$ cat config.mk
export PLATFORM = sky130hd
export DESIGN_NAME = ptr_ctrl
export DESIGN_NICKNAME = d
export VERILOG_FILES = /design/src/hdl/ptr_pkg.sv /design/src/hdl/ptr_ctrl.sv
export SDC_FILE = /design/constraint.sdc
export NUM_CORES = 1
export LEC_CHECK = 0
export BUFFER_PORTS_ARGS = -buffer_cell sky130_fd_sc_hd__buf_2
export CORE_AREA = 2 2 39 41
export DETAILED_ROUTE_END_ITERATION = 6
export DIE_AREA = 0 0 41 43
export PLACE_DENSITY = 0.57
export RECOVER_POWER = 25
export SETUP_SLACK_MARGIN = 0.1
export SLEW_MARGIN = 5
export SYNTH_ARGS = -nofsm -noshare
export SYNTH_HDL_FRONTEND = slang
export SYNTH_SLANG_ARGS = --single-unit
$ cat constraint.sdc
create_clock -name clk -period 2.3 [get_ports clk]
set_input_delay 0.23 -clock clk [delete_from_list [all_inputs] [get_ports clk]]
set_output_delay 0.23 -clock clk [all_outputs]
set_load 0.01 [all_outputs]
$ cat src/hdl/ptr_pkg.sv
`default_nettype none

package ptr_pkg;

  localparam int DEFAULT_NODE_COUNT    = 64;
  localparam int DEFAULT_MAX_NEIGHBORS = 8;

  localparam logic [15:0] RFAC_RESET = 16'd6554;

  localparam logic [1:0] OP_ADD_ROUTE  = 2'd0;
  localparam logic [1:0] OP_ADD_SOURCE = 2'd1;
  localparam logic [1:0] OP_REINFORCE  = 2'd2;

  localparam logic [1:0] ST_DONE     = 2'd0;
  localparam logic [1:0] ST_FULL     = 2'd1;
  localparam logic [1:0] ST_NO_ROUTE = 2'd2;

  typedef struct packed {
    logic [5:0]  nb;
    logic [15:0] ph;
    logic        link;
  } slot_t;

  typedef struct packed {
    logic clear;
    logic latch;
    logic decide;
    logic walk_begin;
    logic issue;
    logic tsel;
    logic result_load;
  } ptr_cmd_t;

  typedef struct packed {
    logic       clear_done;
    logic [1:0] op;
    logic       rt_empty;
    logic       src_empty;
    logic       issue_done;
    logic       pipe_empty;
  } ptr_stat_t;

endpackage

`default_nettype wire

$ cat src/hdl/ptr_ctrl.sv
`default_nettype none

module ptr_ctrl
  import ptr_pkg::*;
(
  input  wire logic      clk,
  input  wire logic      rst,
  input  wire logic      in_valid,
  output logic           in_ready,
  output logic           out_valid,
  input  wire logic      out_ready,
  input  wire ptr_stat_t st,
  output ptr_cmd_t       cmd
);

  localparam logic [2:0] S_CLEAR  = 3'd0;
  localparam logic [2:0] S_IDLE   = 3'd1;
  localparam logic [2:0] S_FILL   = 3'd2;
  localparam logic [2:0] S_DECIDE = 3'd3;
  localparam logic [2:0] S_RWALK  = 3'd4;
  localparam logic [2:0] S_SWALK  = 3'd5;
  localparam logic [2:0] S_DONE   = 3'd6;

  logic [2:0] state;
  logic [2:0] state_next;
  logic       out_valid_next;

  assign in_ready = (state == S_IDLE);

  always_comb begin
    cmd            = '0;
    state_next     = state;
    out_valid_next = out_valid && !out_ready;
    cmd.tsel       = (state == S_SWALK);
    unique case (state)
      S_CLEAR: begin
        cmd.clear = 1'b1;
        if (st.clear_done) begin
          state_next = S_IDLE;
        end
      end
      S_IDLE: begin
        if (in_valid) begin
          cmd.latch  = 1'b1;
          state_next = S_FILL;
        end
      end
      S_FILL: begin
        state_next = S_DECIDE;
      end
      S_DECIDE: begin
        cmd.decide = 1'b1;
        if (st.op == OP_REINFORCE && !st.rt_empty) begin
          cmd.walk_begin = 1'b1;
          state_next     = S_RWALK;
        end else if (st.op == OP_REINFORCE && !st.src_empty) begin
          cmd.walk_begin = 1'b1;
          state_next     = S_SWALK;
        end else begin
          state_next = S_DONE;
        end
      end
      S_RWALK: begin
        if (!st.issue_done) begin
          cmd.issue = 1'b1;
        end else if (st.pipe_empty) begin
          if (!st.src_empty) begin
            cmd.walk_begin = 1'b1;
            state_next     = S_SWALK;
          end else begin
            state_next = S_DONE;
          end
        end
      end
      S_SWALK: begin
        if (!st.issue_done) begin
          cmd.issue = 1'b1;
        end else if (st.pipe_empty) begin
          state_next = S_DONE;
        end
      end
      S_DONE: begin
        // The result register must be free before this transaction's result lands.
        if (!out_valid || out_ready) begin
          cmd.result_load = 1'b1;
          out_valid_next  = 1'b1;
          state_next      = S_IDLE;
        end
      end
      default: begin
        state_next = S_CLEAR;
      end
    endcase
  end

  always_ff @(posedge clk) begin
    if (rst) begin
      state     <= S_CLEAR;
      out_valid <= 1'b0;
    end else begin
      state     <= state_next;
      out_valid <= out_valid_next;
    end
  end

endmodule

`default_nettype wire

== Yosys cells after proc, flatten, opt, wreduce, memory -nomap -nowiden ==
Cells that the tools add are included.

* $add $sub $neg: 0
* $mul: 0
* Div/mod/pow operators: 0
* Order comparisons: 0
* Equality and inequality tests: 14
* Shifts and indexed selects: 0
* Muxes and demuxes: 27
* Bitwise logic cells: 0
* Reduce and logical (&&, ||, !) cells: 11

{| class="wikitable"
|+ Operator list
! operator !! count
|-
| 3-bit two-way mux || 8
|-
| 3-bit case mux with 7 select lines || 1
|-
| 1-bit two-way mux || 15
|-
| 2-bit != test (second input constant) || 7
|-
| 3-bit equality test (second input constant) || 3
|-
| 7-bit AND reduction || 1
|-
| 3-bit by 2-bit equality test with 1-bit output (second input constant) || 2
|-
| 1-bit logical NOT || 4
|-
| 2-bit two-way mux || 2
|-
| 3-bit by 1-bit equality test with 1-bit output (second input constant) || 1
|-
| 1-bit logical AND || 3
|-
| 3-bit logical NOT || 1
|-
| 2-bit equality test (second input constant) || 1
|-
| 1-bit case mux with 2 select lines || 1
|-
| 2-bit OR reduction || 1
|-
| 1-bit logical OR || 1
|}

* Register bits after elaboration: 4
* Latch bits: 0
* Memory bits (writable): 0
* Bits in read-only memories: 0
* Output and inout bits: 9
* Memories kept: 0

== Logic depth before layout (Yosys ltp) ==
* Depth after elaboration: 5
* Depth in mapped cells: 5

== Worst setup path before layout ==
OpenSTA, ideal clock, no wires.

* Path type: register -> output
* Start point: register state[0]
* End point: output cmd[5] (netlist name)
* Arrival time: 1.140 ns
* Slack: 0.930 ns
* Stages on the path, launching flop included: 4
* Buffers on the path: 0
* Path through: dfxtp_1 -> bufinv_8 -> nor3_1 -> and2_1

{| class="wikitable"
|+ RTL lines
! what !! RTL line !! text
|-
| from (decl) || ptr_ctrl.sv:24 || <nowiki>logic [2:0] state;</nowiki>
|-
| from (signal assigned) || ptr_ctrl.sv:101 || <nowiki>state <= state_next;</nowiki>
|-
| to (decl) || ptr_ctrl.sv:13 || <nowiki>output ptr_cmd_t cmd</nowiki>
|}

==> flow_metrics.env <==
export IMPL_outcome="finished, final reports clean"
export IMPL_rsz0062_at_grt="no"
export IMPL_die_height_um=43
export IMPL_maxSlewHeadroom_pct=73.2
export IMPL_clockBufferDepth=2
export IMPL_design_die_area_um2=1760
export IMPL_drtIter0Drc=7
export IMPL_maxSlewViolCount=0
export IMPL_cts_tree="built"
export IMPL_wire_per_inst_um=10.4
export IMPL_first_pass_iters=4
export IMPL_netlist_area_um2=332
export IMPL_syn_instance_count=44
export IMPL_root_buffer="clkbuf_4"
export IMPL_io_pins=20
export IMPL_grt_overflow=0
export IMPL_cpPeakStageDelay_ns=0.43
export IMPL_n_antenna_cell=0
export IMPL_post_cts_resized=0
export IMPL_grt_max_degree=14
export IMPL_fin_crit_sh_pct=69.3
export IMPL_start_kind="register"
export IMPL_nets=77
export IMPL_worstPathCellList="bufinv_8 -> nor3_1 -> and2_1 -> buf_2"
export IMPL_htreeDepth=1
export IMPL_hpwlAfterDp_um=635
export IMPL_setup_tns_ns=0
export IMPL_required_ns=2.07
export IMPL_drive_gt1_share_pct=35.9
export IMPL_worstSetupPathType="register to output pin"
export IMPL_worst_slew_pin_slew_ns=0.392
export IMPL_hold_viol_final=0
export IMPL_clock_latency_ns=0.24
export IMPL_syn_to_final_growth_pct=32.1
export IMPL_coreArea_um2=1380
export IMPL_grt_pass1_vias=330
export IMPL_synth_seq_cells=4
export IMPL_via_per_inst=4.61
export IMPL_multi_input_area_um2=196
export IMPL_power_mw=0.242
export IMPL_clkSlewWorstSetupHoldPaths_ns=0.04
export IMPL_io_buffers=19
export IMPL_ctsHoldBuffers=0
export IMPL_crit_path_end_kind="output pin"
export IMPL_ant_nets=0
export IMPL_setup_violations_final=0
export IMPL_worstPathMaxFanout=7
export IMPL_vias=369
export IMPL_yosys_warnings=0
export IMPL_hold_path_class="input pin to register"
export IMPL_syn_num_nets=55
export IMPL_postCtsSetupBuffers=0
export IMPL_placementRows=14
export IMPL_cp_num_buf_inv=2
export IMPL_cts_buffers=3
export IMPL_vdd_drop_max_mv=0.155
export IMPL_initial_core_util_pct=24.0
export IMPL_max_freq_mhz=628
export IMPL_gp_congestion=0.721
export IMPL_ys_seq_area_share_pct=24.2
export IMPL_antenna_found_initial=0
export IMPL_crit_path_top_delay_cell="dfxtp_1"
export IMPL_cap_violations=0
export IMPL_cts_sinks=4
export IMPL_fillers=163
export IMPL_die_w_um=41
export IMPL_critical_path_arrival_ns=1.36
export IMPL_ys_types=23
export IMPL_fin_crit_ns=1.59
export IMPL_cellPowerDensity_nw_per_um2=552
export IMPL_track_usage_pct=10.8
export IMPL_leakagePower_nw=0.214
export IMPL_finClkSkew_ns=0.00190
export IMPL_drc=0
export IMPL_crit_family="flip-flops"
export IMPL_grt_pass1_wl_um=1280
export IMPL_wirelength_um=828
export IMPL_register_area_um2=80.1
export IMPL_synth_avg_cell_area_um2=7.54
## cells by family (layout without fill, tap and decap cells)
family,after synthesis,in the layout,share of synthesized area (%)
compound gates,12,12,22.3
buf+inv,5,25,16.6
flops,4,4,24.2
simple gates,23,23,37.0
## cell usage after synthesis
library cell  count  area (µm²)
and3_1            1        6.26
o21ai_0           2        10.0
dfxtp_1           4        80.1
and3_2            1        7.51
a2111oi_0         1        8.76
nand3_1           1        5.00
and2_1            1        6.26
and2b_1           2        15.0
inv_1             2        7.51
a21oi_1           4        20.0
nor2_1            3        11.3
bufinv_8          1        17.5
nor3_1            5        25.0
o211ai_1          1        7.51
bufbuf_8          1        18.8
a2111oi_1         1        10.0
nor2b_1           1        6.26
buf_6             1        11.3
nand3b_1          2        15.0
nand2_1           5        18.8
a21o_1            1        7.51
nand2b_1          1        6.26
o21ai_1           2        10.0
## state kept, by name, summed over array words and instances, names as in the netlist
signal     flops
out_valid      1
state          3
## final cells by class
type,count,share of cell area (%)
inverters,3,5.71
repair buffers,19,21.4
multi-input cells,35,44.9
well taps,16,4.57
clock buffers,3,5.14
flip-flops and latches,4,18.3
## worst paths after layout
kind | from | end | slack (ns) | depth (start not counted)
setup reg to reg | state[2] | state[0] | 0.96 | 4
hold / removal | rst | out_valid | 0.20 | 2
hold reg to reg | out_valid | out_valid | 0.56 | 2
setup / recovery | state[0] | cmd[5] | 0.71 | 4
## layer usage
| metal | part of all wire (%) | global-route usage (%) | vias up |
|---|---|---|---|
| li1 | - | - | 196 |
| met1 | 47 | 13.5 | 159 |
| met2 | 45 | 14.1 | 14 |
| met3 | 8.3 | 4.71 | 0 |
| met4 | 0 | 8.00 | 0 |
| met5 | 0 | 0 | - |
## layout by cell type, fill, tap and decap left out, types with 2 or more instances in the layout
| master | n |
|---|---|
| a21oi_1 | 4 |
| and2b_1 | 2 |
| buf_2 | 18 |
| clkbuf_4 | 3 |
| dfxtp_1 | 4 |
| inv_1 | 2 |
| nand2_1 | 5 |
| nand3b_1 | 2 |
| nor2_1 | 3 |
| nor3_1 | 5 |
| o21ai_0 | 2 |
| o21ai_1 | 2 |
## power breakdown
group / switching, mW / leakage (nW) / total, mW / internal (mW)
registers: 0.0123 / 0.0327 / 0.0875 / 0.0751
logic: 0.0286 / 0.167 / 0.0652 / 0.0366
clock network: 0.0304 / 0.0138 / 0.0889 / 0.0585
## through the flow
| stage | cells | instance area, µm² | utilization [%] | setup slack, ns | hold WS [ns] |
|---|---|---|---|---|---|
| final | 80 | 438 | 31.6 | 0.707 | 0.204 |
| after global routing | 80 | 438 | 31.6 | 0.587 | 0.208 |
| after CTS | 80 | 439 | 31.7 | 0.698 | 0.197 |
| after detailed placement | 77 | 417 | 30.1 | 0.961 | 0.448 |
| after global placement | 77 | 417 | 30.1 | 0.974 | 0.452 |
| after floorplan | 44 | 332 | - | 0.930 | 0.299 |
(Power assumes the default switching activity.)
